File: config.mk
export PLATFORM = sky130hd
export DESIGN_NAME = vlpd_decode
export DESIGN_NICKNAME = d
export VERILOG_FILES = /design/src/rtl/vlpd_pkg.sv /design/src/rtl/vlpd_decode.sv
export SDC_FILE = /design/constraint.sdc
export NUM_CORES = 1
export LEC_CHECK = 0
export BUFFER_PORTS_ARGS = -buffer_cell sky130_fd_sc_hd__clkbuf_2
export CAP_MARGIN = 25
export CORE_ASPECT_RATIO = 0.6
export CORE_UTILIZATION = 45
export DETAILED_ROUTE_END_ITERATION = 16
export MAX_ROUTING_LAYER = met4
export PLACE_DENSITY_LB_ADDON = 0.08
export REMOVE_ABC_BUFFERS = 1
export SLEW_MARGIN = 10
export SYNTH_ARGS = -nofsm -noshare
export SYNTH_HDL_FRONTEND = slang
export SYNTH_SLANG_ARGS = --single-unit
export TNS_END_PERCENT = 5
File: constraint.sdc
create_clock -name clk -period 4.7 [get_ports clk]
set_input_delay 0.705 -clock clk [delete_from_list [all_inputs] [get_ports clk]]
set_output_delay 0.705 -clock clk [all_outputs]
set_load 0.005 [all_outputs]
File: src/rtl/vlpd_pkg.sv
// shared types and constants for the varint length-prefixed deframer
package vlpd_pkg;

	localparam int unsigned LEN_W = 30;
	localparam int unsigned ACC_W = 64;
	localparam int unsigned SHIFT_W = 7;

	localparam logic [LEN_W-1:0] MAX_FRAME_LEN_RST = 30'd1000000000;

	localparam logic [1:0] KIND_PAYLOAD = 2'd0;
	localparam logic [1:0] KIND_LENGTH = 2'd1;
	localparam logic [1:0] KIND_ERROR = 2'd2;

	localparam logic [1:0] ERR_TOO_LONG = 2'd0;
	localparam logic [1:0] ERR_ZERO = 2'd1;
	localparam logic [1:0] ERR_TOO_LARGE = 2'd2;

	typedef struct packed {
		logic [1:0] out_kind;
		logic [7:0] out_byte;
		logic [LEN_W-1:0] frame_length;
		logic last;
		logic [1:0] err_code;
	} result_t;

endpackage

File: src/rtl/vlpd_decode.sv
// header accumulation, length checks and payload countdown for one byte per cycle while accept is high
module vlpd_decode import vlpd_pkg::*; (
	input  logic clk,
	input  logic arst_n,
	input  logic accept,
	input  logic [7:0] data_byte,
	input  logic [LEN_W-1:0] max_len,
	output logic res_valid,
	output result_t res
);

	typedef enum logic [1:0] {
		PH_HEADER = 2'd0,
		PH_PAYLOAD = 2'd1,
		PH_HALTED = 2'd2
	} phase_t;

	phase_t phase_q, phase_d;
	logic [LEN_W-1:0] acc_low_q, acc_low_d;
	logic acc_high_q, acc_high_d;
	logic [SHIFT_W-1:0] shift_q, shift_d;
	logic [LEN_W-1:0] remain_q, remain_d;

	logic [ACC_W-1:0] shifted;
	logic [LEN_W-1:0] new_low;
	logic new_high;
	logic [SHIFT_W:0] shift_sum;
	logic [LEN_W-1:0] remain_dec;

	assign shifted = ACC_W'(data_byte[6:0]) << shift_q;
	assign new_low = acc_low_q | shifted[LEN_W-1:0];
	assign new_high = acc_high_q | (|shifted[ACC_W-1:LEN_W]);
	assign shift_sum = {1'b0, shift_q} + (SHIFT_W+1)'(7);
	assign remain_dec = (remain_q == '0) ? '0 : remain_q - LEN_W'(1);

	always_comb begin
		phase_d = phase_q;
		acc_low_d = acc_low_q;
		acc_high_d = acc_high_q;
		shift_d = shift_q;
		remain_d = remain_q;
		res_valid = 1'b0;
		res = '0;
		case (phase_q)
			PH_HEADER: begin
				acc_low_d = new_low;
				acc_high_d = new_high;
				if (data_byte[7]) begin
					shift_d = shift_sum[SHIFT_W-1:0];
					if (shift_sum >= (SHIFT_W+1)'(ACC_W)) begin
						res_valid = 1'b1;
						res.out_kind = KIND_ERROR;
						res.err_code = ERR_TOO_LONG;
						phase_d = PH_HALTED;
					end
				end else if (!new_high && new_low == '0) begin
					res_valid = 1'b1;
					res.out_kind = KIND_ERROR;
					res.err_code = ERR_ZERO;
					phase_d = PH_HALTED;
				end else if (new_high || new_low > max_len) begin
					res_valid = 1'b1;
					res.out_kind = KIND_ERROR;
					res.err_code = ERR_TOO_LARGE;
					phase_d = PH_HALTED;
				end else begin
					res_valid = 1'b1;
					res.out_kind = KIND_LENGTH;
					res.frame_length = new_low;
					remain_d = new_low;
					acc_low_d = '0;
					acc_high_d = 1'b0;
					shift_d = '0;
					phase_d = PH_PAYLOAD;
				end
			end
			PH_PAYLOAD: begin
				remain_d = remain_dec;
				res_valid = 1'b1;
				res.out_kind = KIND_PAYLOAD;
				res.out_byte = data_byte;
				res.last = (remain_dec == '0);
				if (remain_dec == '0) begin
					acc_low_d = '0;
					acc_high_d = 1'b0;
					shift_d = '0;
					phase_d = PH_HEADER;
				end
			end
			default: begin
				phase_d = PH_HALTED;
			end
		endcase
	end

	always_ff @(posedge clk or negedge arst_n) begin
		if (!arst_n) begin
			phase_q <= PH_HEADER;
			acc_low_q <= '0;
			acc_high_q <= 1'b0;
			shift_q <= '0;
			remain_q <= '0;
		end else if (accept) begin
			phase_q <= phase_d;
			acc_low_q <= acc_low_d;
			acc_high_q <= acc_high_d;
			shift_q <= shift_d;
			remain_q <= remain_d;
		end
	end

endmodule

== Word level (Yosys, flattened, before mapping) ==
Cells that the tools add are included.

* Register bits after elaboration: 70
* Input port bits: 41
* Output and inout bits: 44
* Word-level logic and storage cells: 75

* Add/sub/neg operators: 2
* Order comparisons: 2
* Eq/ne operators: 8
* Shifts and indexed selects: 1
* Muxes and demuxes: 42
* Bitwise gates (word level): 2
* Reductions and logical operators: 13

{| class="wikitable"
|+ Operators by type and width
! operator !! count
|-
| $mux 30 || 12
|-
| $pmux 30 s2 || 2
|-
| $logic_not 30->1 || 3
|-
| $shl 7x7->64 || 1
|-
| $reduce_or 34->1 || 1
|-
| $gt 30x30->1 || 1
|-
| $or 30x30->30 || 1
|-
| $sub 30x1->30 const B || 1
|-
| $mux 7 || 4
|-
| $mux 2 || 12
|-
| $pmux 7 s2 || 1
|-
| $reduce_and 5->1 || 2
|-
| $ne 3x3->1 const B || 3
|-
| $add 7x3->8 const B || 1
|-
| $ge 8x7->1 const B || 1
|-
| $mux 8 || 1
|-
| $ne 2x2->1 const B || 4
|-
| $mux 1 || 7
|-
| $reduce_and 3->1 || 2
|-
| $pmux 1 s2 || 2
|-
| $pmux 2 s2 || 1
|-
| $eq 2x1->1 const B || 1
|-
| $logic_not 2->1 || 1
|-
| $reduce_bool 2->1 || 1
|-
| 4 further kinds || 4
|}

== Longest topological paths before layout ==
Gate-level depths: netlist of the first run.

* Depth after elaboration: 8
* Gate-level depth with buffers: 22
* Gate-level depth less buffers: 17

== Least setup slack after synthesis of the first run ==
No wires, ideal clock.

* Path type: input to output
* Start point: in data_byte[0]
* End point: out res[23] (netlist bit)
* Data arrival time: 4.183 ns
* Data required time: 3.995 ns
* Setup slack: -0.188 ns
* Stages on the path: 17
* Buffers on the path: 2
* Cell sequence: mux2_2 > mux4_2 > a21oi_1 > inv_1 > ha_1 > a21o_1 > a21o_1 > a21o_1 > a21o_1 > a221o_1 > a21oi_1 > o21ai_0 > nor2_1 > nand2_1 > buf_2 > buf_2 > nor2_1

{| class="wikitable"
|+ RTL lines
! what !! line !! text
|-
| start, declared || vlpd_decode.sv:6 || <nowiki>input logic [7:0] data_byte,</nowiki>
|-
| end, declared || vlpd_decode.sv:9 || <nowiki>output result_t res</nowiki>
|}

==> impl_metrics.csv, run 1 <==
group,metric,value,unit
global_routing,use_met3,0.156,
clocking,cts_tree,"done",
sta,layout_setup_ws,-0.336,ns
placed_design,place.gp.congestion,1.08,
clocking,htree_levels,3,
placed_design,placed_cell_area,7980,um2
sta,slew_headroom,0.411,
clocking,cts_hold_buf,0,
die,ios,85,
worst_setup_path,worstReg2RegEnd,"remain_q[13]",
yosys,ys_top_cells_by_area,"dfrtp_1, ha_1, o21ai_0",
routing,first_iter_violations,818,
global_routing,grtUsageMet1,0.551,
worst_setup_path,cp-startpoint,"shift_q[3]",
global_routing,grt.busiest_layer,"met1",
sta,rsz0062_at_grt,"yes",
worst_setup_path,worst-path-buf-inv,4,
die,start_util,0.466,
global_routing,grt_max_degree,40,
yosys,yosys.area.top_type_share,0.273,
sta,hold-worst-slack,0.483,ns
global_routing,met2_usage,0.508,
power_and_ir_drop,ir_drop,0.161,mV
yosys,yosys.cell_types.count,76,
clocking,cts.clk_slew.worst_paths,0.06,ns
die,core,13800,um2
power_and_ir_drop,switchingPower,941,uW
sta,min_period,5.04,ns
hold_path,min_path_type,"in -> async",
sta,setup_tns,-9.54,ns
worst_setup_path,start_kind,"register",
placed_design,dp.cells,1223,
global_routing,antenna_found_initial,1,
worst_setup_path,crit_type,"reg -> out",
power_and_ir_drop,clockPowerShare,0.295,
sta,clock-skew-final,0.0106,ns
routing,antenna_left,0,
sta,hold_viol_final,0,
cells_and_area,drive_gt1_frac,0.343,
die,rows,33,
routing,drc,0,
worst_setup_path,cp_top_family,"simple AND/OR/NAND/NOR gates",
power_and_ir_drop,p_sw_frac,0.373,
sta,worst_pin_slew,0.884,ns
cells_and_area,final_area,8890,um2
clocking,clk_latency,0.34,ns
power_and_ir_drop,p_comb_frac,0.428,
yosys,synth_edf_count,0,
routing,via_per_inst,6.23,
yosys,yosysSeqAreaShare,0.273,
worst_setup_path,arrival,4.33,ns
placed_design,hpwl,21200,um
power_and_ir_drop,p_leak,0.00441,uW
worst_setup_path,required,3.99,ns
routing,wl,27600,um
die,die-area,14800,um2
worst_setup_path,cpPeakStageDelay,0.56,ns
sta,min_period_over_period,1.07,
worst_setup_path,endpoint_kind,"output port",
die,die_y,94.5,um
run_status,violations,"negative setup slack",
routing,wl_per_cell,22.1,um
power_and_ir_drop,internal_power,1580,uW
clocking,cts_buffer_depth,2,
sta,drv_slew,0,
clocking,cts_buffers,9,
yosys,ys_ff_latch,70,
power_and_ir_drop,seq_power_share,0.278,
cells_and_area,num-nets-final,1128,
global_routing,grt_pass1_vias,7213,
global_routing,grt_pass1_wl,41200,um
flow_run,maxCapViolCount,0,
yosys,synth_area,6420,um2
worst_setup_path,cp_max_fo,9,
yosys,synth.avg_cell_area,7.47,um2
cells_and_area,instances_no_fill,1252,
global_routing,grt_use_total,0.390,
power_and_ir_drop,power_density,284,nW/um2
run_status,status,"finished, violations left",
yosys,async_flop_share,1.00,
clocking,cts-root-buf,"clkbuf_16",
worst_setup_path,reg2reg_slack,0.15,ns
cells_and_area,n_antenna_cell,0,
worst_setup_path,worst_path_max_delay_cell,"nor3_1",
sta,setup_violations,33,
die,die_width,156,um
placed_design,portBuffers,84,
worst_setup_path,rr_worst_depth,21,
worst_setup_path,cp.depth,20,
yosys,synth_warnings,0,
yosys,syn_inst,860,
routing,vias,7798,
yosys,synth_top_cell_by_area,"dfrtp_1",
cells_and_area,areaGrowthSynthToFinish,38.4,%
global_routing,grt-ovfl-total,0,
worst_setup_path,crit_chain,"buf_4, nor3_1, nand2_1, nand2_1, o211a_1, nor2_2, inv_1, ha_1, nand2_1, nor2_1, a2111oi_2, o31ai_1, a211o_1, a21oi_2, o21ai_2, nor2_4, nand2_4, buf_12, nor2_4, clkbuf_2",
worst_setup_path,r2r_start,"shift_q[3]",
cells_and_area,final_util,0.644,
clocking,clock_sinks,70,
cells_and_area,fill_cells,1232,
routing,dr.pass1.iters,6,
worst_setup_path,crit_top_cell,"nand2_1",
yosys,ys.flop_type,"dfrtp_1",
sta,fmaxAchievable,199,MHz
## metal layers
| metal | vias up | part of all wire |
|---|---|---|
| li1 | 3515 | - |
| met1 | 3725 | 0.44 |
| met2 | 519 | 0.39 |
| met3 | 39 | 0.16 |
| met4 | 0 | 0.013 |
| met5 | - | 0 |
## cell usage after synthesis, drive strengths merged (13+ instances only)
cell / instances
a21o: 13
dfrtp: 70
nor2: 101
or3: 13
inv: 72
o21ai: 77
ha: 32
nand2: 97
nand3: 21
a22o: 22
nor3: 28
clkbuf: 43
a21oi: 36
nor4: 13
## timing repair
| action | 4_1_cts | 5_1_grt |
|---|---|---|
| cloned | 3 | 0 |
| gates resized for setup | 86 | 45 |
| setup buffers | 9 | 1 |
| pin swaps | 17 | 4 |
| setup endpoints to repair | 34 | 44 |
## cell usage in the layout (no fill, tap or decap), drive strengths merged, types with 28 or more instances in the layout
| master | instances |
|---|---|
| ha | 32 |
| inv | 72 |
| o21ai | 77 |
| clkbuf | 85 |
| nand2 | 97 |
| buf | 162 |
| a21oi | 36 |
| nor2 | 101 |
| dfrtp | 70 |
| nor3 | 28 |
## how the worst max path moves through the flow
stage | end
after floorplan | remain_q[13]
after detailed placement | res[27]
after CTS | res[14]
after global placement | res[7]
final | res[14]
after global routing | res[13]
## state kept, by name (all words and copies together) (netlist names)
signal and flops:
acc_low_q 30, remain_q 30, shift_q 7, phase_q 2, acc_high_q 1
## power groups by stage
| stage | registers (uW) | logic, uW | clock network, uW |
|---|---|---|---|
| 2_1_floorplan | 709 | 414 | 0 |
| 3_3_place_gp | 697 | 908 | 0 |
| 3_5_place_dp | 698 | 912 | 0 |
| 4_1_cts | 693 | 994 | 744 |
| 5_1_grt | 702 | 1140 | 771 |
| 6_report | 700 | 1080 | 744 |
## cells by family (layout without fill, tap and decap cells)
family	Yosys count	after routing	share of synthesized area
fa+ha+maj	32	32	0.0624
compound gates	256	256	0.278
simple gates	350	350	0.263
buf+inv	127	327	0.0776
mux	20	20	0.0388
flops	70	70	0.273
xor+xnor	5	5	0.00682
## area by class of cell
class                   instances  area (um2)  area share
well taps                     192         240      0.0270
repair buffers                237        1700       0.191
clock inverters                 6        86.3     0.00972
flip-flops and latches         70        1760       0.198
inverters                      74         278      0.0313
clock buffers                  10         229      0.0258
multi-input cells             663        4600       0.518
## stage by stage
step	setup WS [ns]	total power [uW]
global route	-0.414	2620
finish	-0.336	2520
floorplan	-2.38	1120
global placement	-0.218	1600
CTS	-0.279	2430
detailed placement	-0.304	1610
Note: power is estimated with default switching activity, not from simulation.
==> run 2, diff against run 1 <==
==> constraint.sdc (replaced) <==
create_clock -name clk -period 4.7 [get_ports clk]
set_input_delay 0.235 -clock clk [delete_from_list [all_inputs] [get_ports clk]]
set_output_delay 0.235 -clock clk [all_outputs]
set_load 0.005 [all_outputs]
==> impl_metrics.csv, run 2 (synthesized netlist as in run 1, its figures left out) <==
group,metric,value,unit
sta,clock-skew-final,0.00934,ns
worst_setup_path,required,4.47,ns
placed_design,place.gp.congestion,1.06,
flow_run,maxCapViolCount,0,
clocking,cts.clk_slew.worst_paths,0.06,ns
global_routing,grt-ovfl-total,0,
worst_setup_path,worstReg2RegEnd,"remain_q[7]",
clocking,cts_hold_buf,0,
sta,layout_setup_ws,0.0918,ns
hold_path,min_path_type,"in -> async",
sta,drv_slew,0,
routing,wl,26800,um
clocking,clock_sinks,70,
routing,dr.pass1.iters,6,
sta,worst_pin_slew,0.954,ns
worst_setup_path,worst-path-buf-inv,4,
routing,first_iter_violations,1024,
placed_design,hpwl,20300,um
cells_and_area,areaGrowthSynthToFinish,28.6,%
worst_setup_path,cp_max_fo,8,
worst_setup_path,cp_top_family,"simple AND/OR/NAND/NOR gates",
worst_setup_path,start_kind,"register",
routing,via_per_inst,6.41,
cells_and_area,fill_cells,1285,
placed_design,portBuffers,84,
clocking,htree_levels,3,
sta,fmaxAchievable,217,MHz
routing,wl_per_cell,22.6,um
power_and_ir_drop,p_leak,0.00407,uW
global_routing,grt_use_total,0.381,
sta,rsz0062_at_grt,"yes",
cells_and_area,num-nets-final,1060,
sta,hold_viol_final,0,
power_and_ir_drop,power_density,290,nW/um2
cells_and_area,layout_commonest_cell,"nand2_1",
global_routing,grt_max_degree,46,
worst_setup_path,r2r_start,"shift_q[0]",
power_and_ir_drop,power,2400,uW
clocking,cts_buffers,9,
worst_setup_path,rr_worst_depth,17,
worst_setup_path,cpPeakStageDelay,0.57,ns
routing,drc,0,
die,rows,33,
worst_setup_path,crit_type,"reg -> out",
cells_and_area,drive_gt1_frac,0.268,
cells_and_area,reg_top3,"acc_low_q: 30 flops, remain_q: 30 flops, shift_q: 7 flops",
sta,slew_headroom,0.364,
worst_setup_path,reg2reg_slack,0.23,ns
worst_setup_path,endpoint_kind,"output port",
power_and_ir_drop,ir_drop,0.171,mV
sta,setup_tns,0,ns
routing,vias,7594,
worst_setup_path,arrival,4.37,ns
cells_and_area,final_cell_mix,"nand2_1, nor2_1, clkbuf_2",
sta,min_period_over_period,0.980,
sta,min_period,4.61,ns
routing,antenna_left,0,
clocking,cts_buffer_depth,2,
global_routing,antenna_found_initial,1,
die,ios,85,
placed_design,post-place-ws,0.0300,ns
die,start_util,0.466,
worst_setup_path,crit_chain,"mux2_4, mux4_2, buf_4, a21oi_1, inv_1, ha_1, nand4_1, nor3_4, nand2_1, nor2_1, and3_1, o21ai_2, nor2_4, nand2_8, clkbuf_16, nor2_2, buf_2",
global_routing,grt_pass1_wl,40500,um
die,core,13800,um2
sta,setup_violations,0,
die,die_y,94.5,um
clocking,cts-root-buf,"clkbuf_16",
clocking,clk_latency,0.35,ns
run_status,status,"completed",
die,die_width,156,um
worst_setup_path,worst_path_max_delay_cell,"mux4_2",
global_routing,grt_pass1_vias,6839,
clocking,cts_tree,"done",
die,die-area,14800,um2
## run 2: changes by cell type in the layout (fill, tap and decap cells not counted), moves of 3 or more
cell and delta:
buf_4 -70, nor2_1 +9, nor2_4 -5, o21ai_0 +3
clkbuf_16 +3, nor2_2 -4, a21oi_2 -8, ha_1 +3
a21oi_1 +7
## run 2: repair_timing
action	CTS	global route
resized for setup	11	77
pin swaps	1	22
setup buffers	3	4
cloned	0	5
endpoints found under the setup margin	31	64
## run 2: how the worst max path moves through the flow
stage,from,endpoint,cells after the start
floorplan,shift_q[0],remain_q[13],15
global placement,shift_q[0],remain_q[13],17
detailed placement,shift_q[0],remain_q[7],17
CTS,shift_q[0],res[17],20
global route,shift_q[0],res[21],19
finish,shift_q[0],res[21],17
## run 2: worst reg2reg max path, stage by stage (launching register included)
cell and delay [ns]:
dfrtp_2 0.52, mux2_4 0.34, mux4_2 0.57, buf_4 0.19, a21oi_1 0.27, inv_1 0.09, ha_1 0.31, nand4_1 0.14
nor3_4 0.22, nand2_1 0.11, nor2_1 0.17, and3_1 0.22, o21ai_2 0.10, buf_4 0.15, o31ai_4 0.33, buf_12 0.24
o21ai_0 0.14, a22o_1 0.26
## run 2: final cells by class
class                           instances  area (um2)  share of cell area
Tap cell                              192         240              0.0291
Clock inverter                          6        85.1              0.0103
Antenna cell                            1        2.50            0.000303
Timing Repair Buffer                  169        1220               0.148
Multi-Input combinational cell        663        4440               0.538
Inverter                               74         278              0.0336
Clock buffer                           10         239              0.0289
Sequential cell                        70        1750               0.212
## run 2: power by group
group	switching, uW	internal [uW]	total (uW)
clock network	297	478	775
logic	543	379	922
registers	58.1	641	699
total	899	1500	2400
## run 2: metal layers
layer | vias to the layer above | global-route usage | share of wire
met5 | - | - | 0
li1 | 3377 | - | -
met4 | 0 | 0.0891 | 0.017
met2 | 569 | 0.484 | 0.38
met3 | 43 | 0.141 | 0.15
met1 | 3605 | 0.552 | 0.45
## run 2: stage by stage
| stage | hold WS [ns] | cells | util | cell area [um2] |
|---|---|---|---|---|
| after floorplan | -0.0606 | 807 | - | 6200 |
| after global placement | 0.422 | 1156 | 0.544 | 7500 |
| after detailed placement | 0.433 | 1156 | 0.544 | 7500 |
| after CTS | 0.0616 | 1175 | 0.571 | 7880 |
| after global routing | 0.0884 | 1185 | 0.599 | 8260 |
| final | 0.0226 | 1185 | 0.599 | 8260 |
==> run 3, diff against run 2 <==
--- a/config.mk
+++ b/config.mk
@@ -8,7 +8,7 @@
 export BUFFER_PORTS_ARGS = -buffer_cell sky130_fd_sc_hd__clkbuf_2
 export CAP_MARGIN = 25
 export CORE_ASPECT_RATIO = 0.6
-export CORE_UTILIZATION = 45
+export CORE_UTILIZATION = 54
 export DETAILED_ROUTE_END_ITERATION = 16
 export MAX_ROUTING_LAYER = met4
 export PLACE_DENSITY_LB_ADDON = 0.08
==> constraint.sdc (replaced) <==
create_clock -name clk -period 3.9 [get_ports clk]
set_input_delay 0.195 -clock clk [delete_from_list [all_inputs] [get_ports clk]]
set_output_delay 0.195 -clock clk [all_outputs]
set_load 0.005 [all_outputs]
==> impl_metrics.csv, run 3 (synthesized netlist as in run 1, its figures left out) <==
group,metric,value,unit
run_status,status,"finished, violations left",
worst_setup_path,reg2reg_slack,-0.54,ns
global_routing,grt_pass1_vias,7503,
global_routing,grt_pass1_wl,42100,um
cells_and_area,areaGrowthSynthToFinish,44.3,%
clocking,cts.clk_slew.worst_paths,0.06,ns
cells_and_area,num-nets-final,1180,
placed_design,place.gp.congestion,1.10,
worst_setup_path,endpoint_kind,"output port",
cells_and_area,reg_top3,"acc_low_q: 30 flops, remain_q: 30 flops, shift_q: 7 flops",
hold_path,min_path_type,"in -> reg",
worst_setup_path,crit_top_cell,"buf_6",
routing,wl,29500,um
die,start_util,0.561,
clocking,clk_latency,0.35,ns
die,ios,85,
clocking,cts-root-buf,"clkbuf_16",
clocking,cts_buffer_depth,2,
cells_and_area,final_util,0.809,
routing,dr.pass1.iters,7,
clocking,clock_sinks,70,
placed_design,hpwl,21700,um
sta,hold_viol_final,0,
cells_and_area,drive_gt1_frac,0.376,
die,die_width,143,um
global_routing,use_met3,0.231,
worst_setup_path,worstReg2RegEnd,"remain_q[14]",
sta,clock-skew-final,0.0112,ns
worst_setup_path,crit_chain,"buf_8, mux2i_1, buf_4, o22ai_1, a311o_2, a21oi_2, inv_1, ha_1, a21o_1, a21o_1, a221o_1, a21oi_2, o21ai_2, nor2_2, buf_4, buf_6, buf_6, and3_4, buf_6",
worst_setup_path,start_kind,"register",
sta,rsz0062_at_grt,"yes",
routing,via_per_inst,6.66,
worst_setup_path,required,3.70,ns
global_routing,grt.busiest_layer,"met1",
worst_setup_path,cp_max_fo,10,
global_routing,antenna_found_initial,1,
clocking,cts_tree,"done",
worst_setup_path,arrival,4.32,ns
global_routing,met2_usage,0.610,
sta,min_period,4.52,ns
global_routing,grtUsageMet1,0.655,
hold_path,whs_path_depth,2,
flow_run,maxCapViolCount,0,
cells_and_area,layout_commonest_cell,"buf_4",
sta,worst_pin_slew,1.03,ns
power_and_ir_drop,power_density,339,nW/um2
sta,fmaxAchievable,221,MHz
routing,vias,8475,
sta,layout_setup_ws,-0.616,ns
power_and_ir_drop,ir_drop,0.246,mV
sta,setup_tns,-38.99,ns
routing,antenna_left,0,
sta,min_period_over_period,1.16,
worst_setup_path,worst_path_max_delay_cell,"dfrtp_2",
cells_and_area,final_cell_mix,"buf_4, nand2_1, clkbuf_2",
worst_setup_path,r2r_start,"shift_q[0]",
sta,setup_violations,104,
die,core,11400,um2
clocking,htree_levels,3,
routing,wl_per_cell,23.1,um
power_and_ir_drop,p_leak,0.00466,uW
sta,drv_slew,0,
routing,drc,0,
die,rows,30,
sta,slew_headroom,0.307,
placed_design,portBuffers,84,
routing,first_iter_violations,1287,
clocking,cts_buffers,9,
worst_setup_path,crit_end,"res[22]",
die,die-area,12300,um2
global_routing,grt_max_degree,45,
worst_setup_path,rr_worst_depth,19,
die,die_y,86.5,um
worst_setup_path,cp-startpoint,"shift_q[0]",
worst_setup_path,cpPeakStageDelay,0.48,ns
run_status,violations,"negative setup slack",
cells_and_area,fill_cells,731,
global_routing,grt_use_total,0.477,
worst_setup_path,crit_type,"reg -> out",
global_routing,grt-ovfl-total,0,
## run 3: cell count changes in the layout (fill, tap and decap cells not counted), moves of 4 or more
cell and change:
a21oi_1 -6, a21oi_2 +5, buf_2 +4, buf_4 +116
buf_6 +7, clkbuf_2 -6, nor2_1 -9, nor2_2 +7
o21ai_0 -33, o21ai_1 +30
## run 3: worst min-delay path by stage
stage               startpoint    endpoint  slack [ns]
global route            accept  phase_q[1]        0.24
detailed placement      arst_n  shift_q[1]        0.35
floorplan               arst_n  acc_high_q       -0.10
CTS                     accept  phase_q[1]        0.22
finish                  accept  phase_q[1]        0.24
global placement        arst_n  shift_q[2]        0.34
## run 3: stage by stage
step | setup WS [ns] | total power [uW] | std cells | instance area, um2 | hold WS (ns)
final | -0.616 | 3140 | 1273 | 9270 | 0.244
after detailed placement | -0.566 | 2020 | 1235 | 8280 | 0.355
after global routing | -0.738 | 3210 | 1273 | 9270 | 0.236
after global placement | -0.411 | 2010 | 1235 | 8280 | 0.335
after CTS | -0.483 | 2960 | 1264 | 8940 | 0.217
after floorplan | -3.18 | 1350 | 807 | 6200 | -0.101
## run 3: layer usage
layer  vias up  share of wire
met5         -              0
met4         0          0.028
met3       120           0.19
met2       786           0.38
met1      3928           0.40
li1       3641              -
## run 3: report_power, final
| group | leakage (uW) | switching (uW) | internal [uW] |
|---|---|---|---|
| Sequential | 0.000908 | 56.8 | 772 |
| Combinational | 0.00360 | 789 | 654 |
| Clock | 0.000150 | 354 | 515 |
## run 3: critical path, delay by kind of cell, from the launching register on
kind / cells / cell delay, ns
adders and majority gates: 1 / 0.31
muxes: 1 / 0.20
and+or+nand+nor: 2 / 0.36
buffers and inverters: 7 / 0.86
DFF: 1 / 0.48
AOI/OAI and AO/OA: 8 / 1.77
## run 3: area by class of cell
class	instances	area, um2	area share
Timing Repair Buffer	289	2130	0.230
Sequential cell	70	1750	0.189
Multi-Input combinational cell	663	4590	0.496
Clock buffer	11	243	0.0262
Inverter	74	282	0.0304
Clock inverter	5	57.6	0.00621
Tap cell	160	200	0.0216
Antenna cell	1	2.50	0.000270
## run 3: timing repair
| item | 4_1_cts | 5_1_grt |
|---|---|---|
| pin swaps | 37 | 27 |
| resized for setup | 101 | 65 |
| hold endpoints to repair | 1 | 0 |
| cloned | 1 | 2 |
| setup endpoints to repair | 104 | 104 |
| hold buffers | 1 | 0 |
| buffers inserted | 11 | 6 |
